$ cat config.mk
export PLATFORM = sky130hd
export DESIGN_NAME = insertion_sorter_unit
export DESIGN_NICKNAME = d
export VERILOG_FILES = /design/src/hw/rtl/ins_sort_pkg.sv /design/src/hw/rtl/ins_sort_ctrl.sv /design/src/hw/rtl/ins_sort_dp.sv /design/src/hw/rtl/insertion_sorter_unit.sv
export SDC_FILE = /design/constraint.sdc
export NUM_CORES = 2
export LEC_CHECK = 0
export BUFFER_PORTS_ARGS = -buffer_cell sky130_fd_sc_hd__buf_2
export CORE_MARGIN = 1
export CORE_UTILIZATION = 50
export CTS_CLUSTER_DIAMETER = 40
export DETAILED_ROUTE_END_ITERATION = 16
export PLACE_DENSITY_LB_ADDON = 0.15
export REMOVE_ABC_BUFFERS = 1
export SLEW_MARGIN = 20
export SYNTH_ARGS = -nofsm -noshare
export SYNTH_HDL_FRONTEND = slang
export SYNTH_SLANG_ARGS = --single-unit
$ cat constraint.sdc
create_clock -name clk -period 9.1 [get_ports clk]
set_clock_uncertainty 0.15 [all_clocks]
set_input_delay 1.82 -clock clk [delete_from_list [all_inputs] [get_ports clk]]
set_output_delay 1.82 -clock clk [all_outputs]
set_load 0.005 [all_outputs]
$ cat src/hw/rtl/ins_sort_pkg.sv
package ins_sort_pkg;

    // Default number of entries in the sorted store.
    localparam int DEF_CAPACITY = 16;

    // Width of the position field in a result beat.
    localparam int POS_W = 4;

    // One input beat.
    typedef struct packed {
        logic signed [31:0] value;
        logic               new_set;
    } item_t;

    // One result beat.
    typedef struct packed {
        logic signed [31:0]   sorted_value;
        logic [POS_W-1:0]     position;
        logic                 last;
        logic                 overflow;
    } result_t;

    // Commands from the controller to the datapath.
    typedef struct packed {
        logic capture;
        logic insert;
        logic emit;
    } dp_cmd_t;

    // Status from the datapath to the controller.
    typedef struct packed {
        logic out_free;
        logic last_beat;
    } dp_sts_t;

    // Controller states, one-hot.
    typedef enum logic [2:0] {
        ST_IDLE   = 3'b001,
        ST_INSERT = 3'b010,
        ST_EMIT   = 3'b100
    } ctrl_state_t;

endpackage

$ cat src/hw/rtl/ins_sort_ctrl.sv
module ins_sort_ctrl (
    input  logic                   clk,
    input  logic                   rst_n,
    input  logic                   item_valid,
    output logic                   item_stall,
    input  ins_sort_pkg::dp_sts_t  sts,
    output ins_sort_pkg::dp_cmd_t  cmd
);
    import ins_sort_pkg::*;

    ctrl_state_t state_reg;
    ctrl_state_t state_next;

    // State register.
    always_ff @(posedge clk or negedge rst_n)
    begin
        if (!rst_n)
        begin
            state_reg <= ST_IDLE;
        end
        else
        begin
            state_reg <= state_next;
        end
    end

    // Next state and datapath commands.
    always_comb
    begin
        state_next  = state_reg;
        cmd.capture = 1'b0;
        cmd.insert  = 1'b0;
        cmd.emit    = 1'b0;
        item_stall  = 1'b1;
        case (state_reg)
            ST_IDLE:
            begin
                item_stall  = 1'b0;
                cmd.capture = item_valid;
                if (item_valid)
                begin
                    state_next = ST_INSERT;
                end
            end
            ST_INSERT:
            begin
                cmd.insert = 1'b1;
                state_next = ST_EMIT;
            end
            ST_EMIT:
            begin
                cmd.emit = sts.out_free;
                if (sts.out_free && sts.last_beat)
                begin
                    state_next = ST_IDLE;
                end
            end
            default:
            begin
                state_next = ST_IDLE;
            end
        endcase
    end

endmodule

$ cat src/hw/rtl/ins_sort_dp.sv
module ins_sort_dp #(
    parameter int CAPACITY = ins_sort_pkg::DEF_CAPACITY
) (
    input  logic                   clk,
    input  logic                   rst_n,
    input  ins_sort_pkg::item_t    item,
    input  ins_sort_pkg::dp_cmd_t  cmd,
    output ins_sort_pkg::dp_sts_t  sts,
    output logic                   result_valid,
    input  logic                   result_stall,
    output ins_sort_pkg::result_t  result
);
    import ins_sort_pkg::*;

    localparam int CNT_W = $clog2(CAPACITY + 1);
    localparam int IDX_W = $clog2(CAPACITY);

    // Sorted entries; only those below the fill count hold data.
    logic signed [31:0] entry_reg [CAPACITY];
    logic signed [31:0] entry_next [CAPACITY];

    logic [CNT_W-1:0]   count_reg;
    logic [CNT_W-1:0]   count_next;
    logic [IDX_W-1:0]   emit_idx_reg;
    logic               dropped_reg;
    logic               res_valid_reg;
    result_t            res_reg;
    item_t              item_reg;

    logic [CNT_W-1:0]   base_count;
    logic               full;
    logic [CAPACITY-1:0] below;
    logic [CNT_W-1:0]   emit_pos;
    logic [IDX_W+POS_W-1:0] pos_ext;

    // Starting fill for this insertion: a new set empties the store.
    assign base_count = item_reg.new_set ? '0 : count_reg;
    assign full       = (base_count == CNT_W'(CAPACITY));
    assign count_next = full ? base_count : base_count + CNT_W'(1);

    // Each cell compares its own entry with the incoming value.
    always_comb
    begin
        for (int i = 0; i < CAPACITY; i++)
        begin
            below[i] = (CNT_W'(i) < base_count) && (entry_reg[i] < item_reg.value);
        end
    end

    // Next entries: insertion shifts up from the slot, emission rotates the
    // occupied entries down by one so that entry zero is always the next beat.
    always_comb
    begin
        for (int i = 0; i < CAPACITY; i++)
        begin
            entry_next[i] = entry_reg[i];
            if (cmd.insert && !full)
            begin
                if (below[i])
                begin
                    entry_next[i] = entry_reg[i];
                end
                else if (i == 0)
                begin
                    entry_next[i] = item_reg.value;
                end
                else if (below[(i > 0) ? i - 1 : 0])
                begin
                    entry_next[i] = item_reg.value;
                end
                else
                begin
                    entry_next[i] = entry_reg[(i > 0) ? i - 1 : 0];
                end
            end
            else if (cmd.emit)
            begin
                if (CNT_W'(i) + CNT_W'(1) == count_reg)
                begin
                    entry_next[i] = entry_reg[0];
                end
                else if ((CNT_W'(i) + CNT_W'(1) < count_reg) && (i < CAPACITY - 1))
                begin
                    entry_next[i] = entry_reg[(i < CAPACITY - 1) ? i + 1 : i];
                end
            end
        end
    end

    // Beat bookkeeping.
    assign emit_pos      = CNT_W'(emit_idx_reg);
    assign pos_ext       = {{POS_W{1'b0}}, emit_idx_reg};
    assign sts.last_beat = (emit_pos + CNT_W'(1) == count_reg);
    assign sts.out_free  = !res_valid_reg || !result_stall;

    // Control registers.
    always_ff @(posedge clk or negedge rst_n)
    begin
        if (!rst_n)
        begin
            count_reg     <= '0;
            emit_idx_reg  <= '0;
            dropped_reg   <= 1'b0;
            res_valid_reg <= 1'b0;
        end
        else
        begin
            if (cmd.insert)
            begin
                count_reg    <= count_next;
                dropped_reg  <= full;
                emit_idx_reg <= '0;
            end
            else if (cmd.emit)
            begin
                emit_idx_reg <= sts.last_beat ? '0 : emit_idx_reg + IDX_W'(1);
            end
            if (cmd.emit)
            begin
                res_valid_reg <= 1'b1;
            end
            else if (!result_stall)
            begin
                res_valid_reg <= 1'b0;
            end
        end
    end

    // Payload registers.
    always_ff @(posedge clk)
    begin
        if (cmd.capture)
        begin
            item_reg <= item;
        end
        for (int i = 0; i < CAPACITY; i++)
        begin
            entry_reg[i] <= entry_next[i];
        end
        if (cmd.emit)
        begin
            res_reg.sorted_value <= entry_reg[0];
            res_reg.position     <= pos_ext[POS_W-1:0];
            res_reg.last         <= sts.last_beat;
            res_reg.overflow     <= dropped_reg;
        end
    end

    assign result_valid = res_valid_reg;
    assign result       = res_reg;

endmodule

$ cat src/hw/rtl/insertion_sorter_unit.sv
// Channel   Direction  Beat type  Handshake
// item      in         item_t     item_valid / item_stall
// result    out        result_t   result_valid / result_stall
//
// An accepted item is captured, then inserted into the store, and then one beat
// per stored entry is emitted. The emission rate is set by the single output
// register, one beat a cycle while the result channel is not stalled.
// Reset empties the store; entry contents are not cleared.
// A stall on the result channel holds the current beat and pauses emission.
// item_stall is high from acceptance until the last beat is loaded.
module insertion_sorter_unit #(
    parameter int CAPACITY = ins_sort_pkg::DEF_CAPACITY
) (
    input  logic                   clk,
    input  logic                   rst_n,
    input  logic                   item_valid,
    output logic                   item_stall,
    input  ins_sort_pkg::item_t    item,
    output logic                   result_valid,
    input  logic                   result_stall,
    output ins_sort_pkg::result_t  result
);
    import ins_sort_pkg::*;

    dp_cmd_t cmd;
    dp_sts_t sts;

    // Sequencer.
    ins_sort_ctrl u_ctrl (
        .clk        (clk),
        .rst_n      (rst_n),
        .item_valid (item_valid),
        .item_stall (item_stall),
        .sts        (sts),
        .cmd        (cmd)
    );

    // Store, comparators and output register.
    ins_sort_dp #(
        .CAPACITY (CAPACITY)
    ) u_dp (
        .clk          (clk),
        .rst_n        (rst_n),
        .item         (item),
        .cmd          (cmd),
        .sts          (sts),
        .result_valid (result_valid),
        .result_stall (result_stall),
        .result       (result)
    );

endmodule

* Word-level counts from Yosys, hierarchy flattened
Memory sizes are Yosys's and may differ from the RTL's. Index checks and enable logic that the tools add are counted.
Storage, ports and cells: register bits 85, memories 1, output and inout bits 40, word-level logic and storage cells 218, bits in writable memories 512, input bits 37
Cells by class: magnitude comparators 47, equal/unequal tests 24, reduce and logical (&&, ||, !) cells 24, muxes and demuxes 108, add/subtract/negate cells 3
Memories:
- u_dp.entry_reg | depth 16, bits a word 32, read ports 16, clocked after Yosys merged registers in 0, wr ports 16, line ins_sort_dp.sv:19 | logic signed [31:0] entry_reg [CAPACITY];
Operators with widths (count):
- $mux W32 | 94
- $lt A32 B32 Y1 | 16
- $lt A4 B5 Y1 const A | 16
- $eq A4 B5 Y1 const A | 8
- $lt A3 B5 Y1 const A | 8
- $eq A3 B5 Y1 const A | 4
- $lt A2 B5 Y1 const A | 4
- $logic_and A1 B1 Y1 | 18
- $lt A1 B5 Y1 const A | 3
- $mux W4 | 3
- $eq A2 B5 Y1 const A | 2
- $mux W5 | 2
- $pmux W3 S3 | 1
- $mux W1 | 6
- $mux W3 | 2
- $add A4 B1 Y5 const B | 1
- $add A5 B1 Y5 const B | 1
- $eq A1 B5 Y1 const A | 1
- $eq A5 B5 Y1 | 1
- $eq A5 B5 Y1 const A | 1
- $eq A5 B5 Y1 const B | 1
- $add A4 B1 Y4 const B | 1
- $ne A2 B1 Y1 const B | 2
- $eq A3 B1 Y1 const B | 1
- 7 further kinds | 9

* Logic depth before layout (Yosys ltp)
depth after elaboration 6, mapped depth 13, mapped depth without buffers 10

* Hierarchy
Synthesis repeated with hierarchy kept, for this count alone.
Unflattened totals: cell total of the unflattened synthesis 4306, area total of the unflattened synthesis 43749.5 um2
By module, submodules not included:
- ins_sort_dp | cells each 4294, area an instance 43588.1 um2, times used 1, sequential area each 17782.1 um2
- ins_sort_ctrl | cells each 12, area an instance 161.4 um2, times used 1, sequential area each 76.3 um2

* Worst setup path before layout
No wires, ideal clock.
kind input port to flip-flop, from input port result_stall, to memory u_dp.entry_reg[2][0] (netlist: u_dp.entry_reg[0][64]) (enable), arrival 5496 ps, library setup time 466 ps, setup slack 2988 ps, cell stages on the path 5, buffers on the path 0, required time 8484 ps, cell sequence nand2_1 nand2b_1 inv_1 o21ai_0 o21ai_0
RTL lines:
- start, declared | line insertion_sorter_unit.sv:20 | input logic result_stall,
- end, declared | line ins_sort_dp.sv:19

==> summary.txt <==
Outcome
  • Run status: finished, final reports clean

Yosys
  • Seq/Total Area, Yosys: 40.1%
  • Synthesized area: 44500 sq um
  • Count of flip-flops with a built-in enable after synthesis: 583
  • Dominant synthesized flop cell: sky130_fd_sc_hd__edfxtp_1
  • Distinct cell type count of the synthesized netlist: 75
  • Async set-or-reset flop fraction in the synthesized netlist: 2.35%
  • Top cells by area in the synthesized netlist: sky130_fd_sc_hd__edfxtp_1, sky130_fd_sc_hd__ha_1, sky130_fd_sc_hd__mux2i_1
  • Mapped Avg Cell Area: 10.1 sq um
  • Post-synth top area cell: sky130_fd_sc_hd__edfxtp_1
  • Count of synthesis-stage warnings from yosys: 0
  • Cell count after synthesis: 4415
  • Synth top area share: 39.3%
  • Count leader, synth: sky130_fd_sc_hd__edfxtp_1
  • Cell types with the highest counts after synthesis: sky130_fd_sc_hd__edfxtp_1, sky130_fd_sc_hd__ha_1, sky130_fd_sc_hd__a21oi_1, sky130_fd_sc_hd__mux2i_1, sky130_fd_sc_hd__nand2_1
  • Flop and latch count out of synthesis: 597

Final layout
  • Fill cells: 7525
  • Area of the multi-input gates: 25500 sq um
  • Final Cell Area: 50700 sq um
  • Fraction of final layout cells with drive strength greater than 1: 10.8%
  • Utilization after layout: 57.4%
  • Layout Area Growth over Synthesis: 13.8%
  • Max reg flops: 512
  • Fin nets: 4922
  • FF/Latch Area: 17900 sq um

Timing
  • Time the final worst path needs with I/O delays and setup: 6.28 ns
  • Number of pins with negative max-slew slack in the final report: 0
  • Setup repair after global routing missed its margin: no
  • Max-Slew Margin vs Limit: 20.9%
  • Period utilization: 69.0%
  • Fmax: 159 MHz
  • Slew of the pin with the lowest slew margin: 1.18 ns
  • Final number of setup-violating endpoints: 0
  • Final count of hold timing violations: 0
  • Final worst hold slack: 0.287 ns
  • Setup tns final: 0 ns

Floorplanning
  • Std-Cell Rows: 109
  • Count of pins on the block boundary: 77
  • Height of the chip: 300 microns
  • Effective utilization at floorplan: 50.5%
  • Horiz. Die Dim: 300 microns
  • Total die area: 90300 sq um
  • Core Footprint: 88200 sq um

Place
  • Hpwl dp: 115 mm
  • Count of port buffers added during placement: 76
  • RePlAce Congestion: 1.04
  • Placement Cell Area: 46200 sq um

Clock tree
  • Clock latency on the worst-skew pair: 0.75 ns
  • CTS Root Cell: sky130_fd_sc_hd__clkbuf_16
  • Post-CTS setup repair buffer count: 0
  • Number of H-tree levels: 4
  • Post-cts gate resize count: 0
  • Clock Sinks: 597
  • Clock buffer count from CTS: 133
  • Clock transition at path regs: 0.05 ns
  • Clock tree from TritonCTS: yes
  • Clock tree buffer depth: 3
  • Cts-stage hold buffer count: 0

Worst setup path
  • Critical-path cell with the highest stage delay: sky130_fd_sc_hd__nor4_1
  • Terminus of the critical flop-to-flop path: u_dp.entry_reg[1][254]
  • Crit-path most repeated cell: sky130_fd_sc_hd__o21ai_0
  • Data arrival, critical path: 6.49 ns
  • Critical Path Sink Type: register
  • Crit path buffers/inverters: 2
  • Family of cells with the greatest summed delay on the critical path: simple AND/OR/NAND/NOR gates
  • Maximum fanout along the worst path: 28
  • Cell breakdown of the critical path: inv_1, ha_1, nand3_1, nor3_1, nand3_1, nor4_1, o21ai_0, o21ai_0, o21ai_0, a21oi_4, buf_4
  • Delay contributed by the slowest stage of the critical path: 0.98 ns
  • Worst Reg2Reg Path Length in Cells: 11
  • Startpoint of the worst-slack reg-to-reg timing path: u_dp.item_reg[30]
  • Start-to-end type of the worst setup path: register to register
  • Register-to-Register Setup Slack: 2.82 ns
  • Worst endpoint required time: 9.30 ns
  • Nature of the critical path startpoint: register

Drt
  • Wire per inst: 31.1 microns
  • Total iterations of the first detailed-routing run: 8
  • Violation count after the first detailed-route iteration: 5177
  • DRC errors left: 0
  • Via total after detailed routing: 38900
  • DR vias/cell: 6.88
  • Antenna-violating nets left: 0
  • DRT Wirelength: 176 mm

Min path
  • End of the worst hold path: u_dp.result[0]
  • Min-Delay Startpoint: u_dp.dropped_reg
  • Min-delay worst type: register to register
  • Hold Path Stages: 0

Pwr
  • Pwr Density: 303 nW/um^2
  • Highest ir drop seen on vdd: 0.263 mV
  • Lkg Pwr: 22.2 nW

Global routing
  • Remaining global-route overflow: 0
  • First-pass GRT wire length: 255 mm
  • Via count of the first global-routing pass: 37000
  • Largest net degree at the start of global routing: 237
  • Overall fraction of global-route tracks in use: 38.6%
  • Number of antenna violations at the first check in global routing: 8

Flow run
  • Number of violations of the max-capacitance limit: 0
cell families (layout without fill, tap and decap cells):
| group | after synthesis | in the layout | share of synthesized area [%] |
|---|---|---|---|
| other cells | 0 | 3 | 0 |
| simple gates | 1120 | 1120 | 12.8 |
| compound gates | 1383 | 1383 | 19.9 |
| mux | 420 | 420 | 9.55 |
| buf+inv | 391 | 466 | 3.57 |
| flops | 597 | 597 | 40.1 |
| fa+ha+maj | 499 | 499 | 14.0 |
| xor+xnor | 5 | 5 | 0.0984 |
worst max-delay path by stage:
stage | start | endpoint | slack, ns | cells past startpoint
6_report | u_dp.item_reg[30] | u_dp.entry_reg[1][254] | 2.82 | 11
5_1_grt | u_dp.item_reg[29] | u_dp.entry_reg[1][253] | 2.82 | 11
4_1_cts | u_dp.item_reg[30] | u_dp.entry_reg[1][230] | 3.06 | 11
3_5_place_dp | u_dp.item_reg[30] | u_dp.entry_reg[1][224] | 3.02 | 11
3_3_place_gp | u_dp.item_reg[31] | u_dp.entry_reg[1][226] | 3.14 | 12
2_1_floorplan | u_dp.item_reg[0] | u_dp.entry_reg[1][160] | -21.15 | 7
worst reg2reg max path, stage by stage, from the launching register on:
cell and delay, ns:
sky130_fd_sc_hd__edfxtp_1 0.74, sky130_fd_sc_hd__inv_1 0.56, sky130_fd_sc_hd__ha_1 0.48, sky130_fd_sc_hd__nand3_1 0.15, sky130_fd_sc_hd__nor3_1 0.33, sky130_fd_sc_hd__nand3_1 0.35
sky130_fd_sc_hd__nor4_1 0.99, sky130_fd_sc_hd__o21ai_0 0.21, sky130_fd_sc_hd__o21ai_0 0.58, sky130_fd_sc_hd__o21ai_0 0.27, sky130_fd_sc_hd__a21oi_4 0.44, sky130_fd_sc_hd__buf_4 0.66
layer usage:
metal  GRT usage (%)  vias up  part of all wire, %
met2            55.5     2509                   42
met1            51.9    18800                   40
met3            9.98      556                   12
li1                -    17000                    -
met5               0        -                0.062
met4            23.4       14                  6.7
through the flow:
stage	cells	power, mW	setup WS, ns
floorplan	4069	8.45	-21.15
global placement	5413	10.2	3.14
detailed placement	5414	10.3	3.02
CTS	5653	15.2	3.06
global route	5655	16.0	2.82
finish	5658	15.4	2.82
power by group:
group / total (mW) / switching, mW / internal, mW
clock network: 4.85 / 1.67 / 3.18
registers: 4.65 / 0.714 / 3.94
logic: 5.87 / 3.82 / 2.04
total: 15.4 / 6.21 / 9.16
cell usage in the layout, fill, tap and decap left out, types with 12 or more instances in the layout:
cell type                      n
sky130_fd_sc_hd__a211oi_1    282
sky130_fd_sc_hd__mux2i_1     385
sky130_fd_sc_hd__a31oi_1      70
sky130_fd_sc_hd__buf_2        76
sky130_fd_sc_hd__clkbuf_1     16
sky130_fd_sc_hd__nor3_1       17
sky130_fd_sc_hd__clkbuf_16   136
sky130_fd_sc_hd__nand2b_1     33
sky130_fd_sc_hd__o21ai_1      22
sky130_fd_sc_hd__clkinv_1     18
sky130_fd_sc_hd__nor2b_1     201
sky130_fd_sc_hd__o211a_1      32
sky130_fd_sc_hd__a21o_1      171
sky130_fd_sc_hd__o21ai_0     168
sky130_fd_sc_hd__or3_1        33
sky130_fd_sc_hd__nand3_1      43
sky130_fd_sc_hd__mux2_2       34
sky130_fd_sc_hd__dfrtp_1      13
sky130_fd_sc_hd__bufinv_16    15
sky130_fd_sc_hd__clkinvlp_4   12
sky130_fd_sc_hd__a22oi_1      65
sky130_fd_sc_hd__ha_1        499
sky130_fd_sc_hd__nand2_1     380
sky130_fd_sc_hd__o21ai_4      13
sky130_fd_sc_hd__clkinv_2     18
sky130_fd_sc_hd__inv_1        44
sky130_fd_sc_hd__buf_4       100
sky130_fd_sc_hd__and3_1       98
sky130_fd_sc_hd__nand4_1      80
sky130_fd_sc_hd__nor2_1      136
sky130_fd_sc_hd__a21oi_1     473
sky130_fd_sc_hd__and4_1       20
sky130_fd_sc_hd__nor4_1       38
sky130_fd_sc_hd__edfxtp_1    583
layout make-up:
class                      instances  share of cell area (%)
tap                             1165                    2.88
multi-input combinational       3427                    50.4
inverter                          45                   0.333
antenna                            3                  0.0148
clock buffer                     156                    6.94
timing repair buffer             182                    2.44
sequential                       597                    35.3
clock inverter                    83                    1.76
Power figures use the tool's default switching activity.
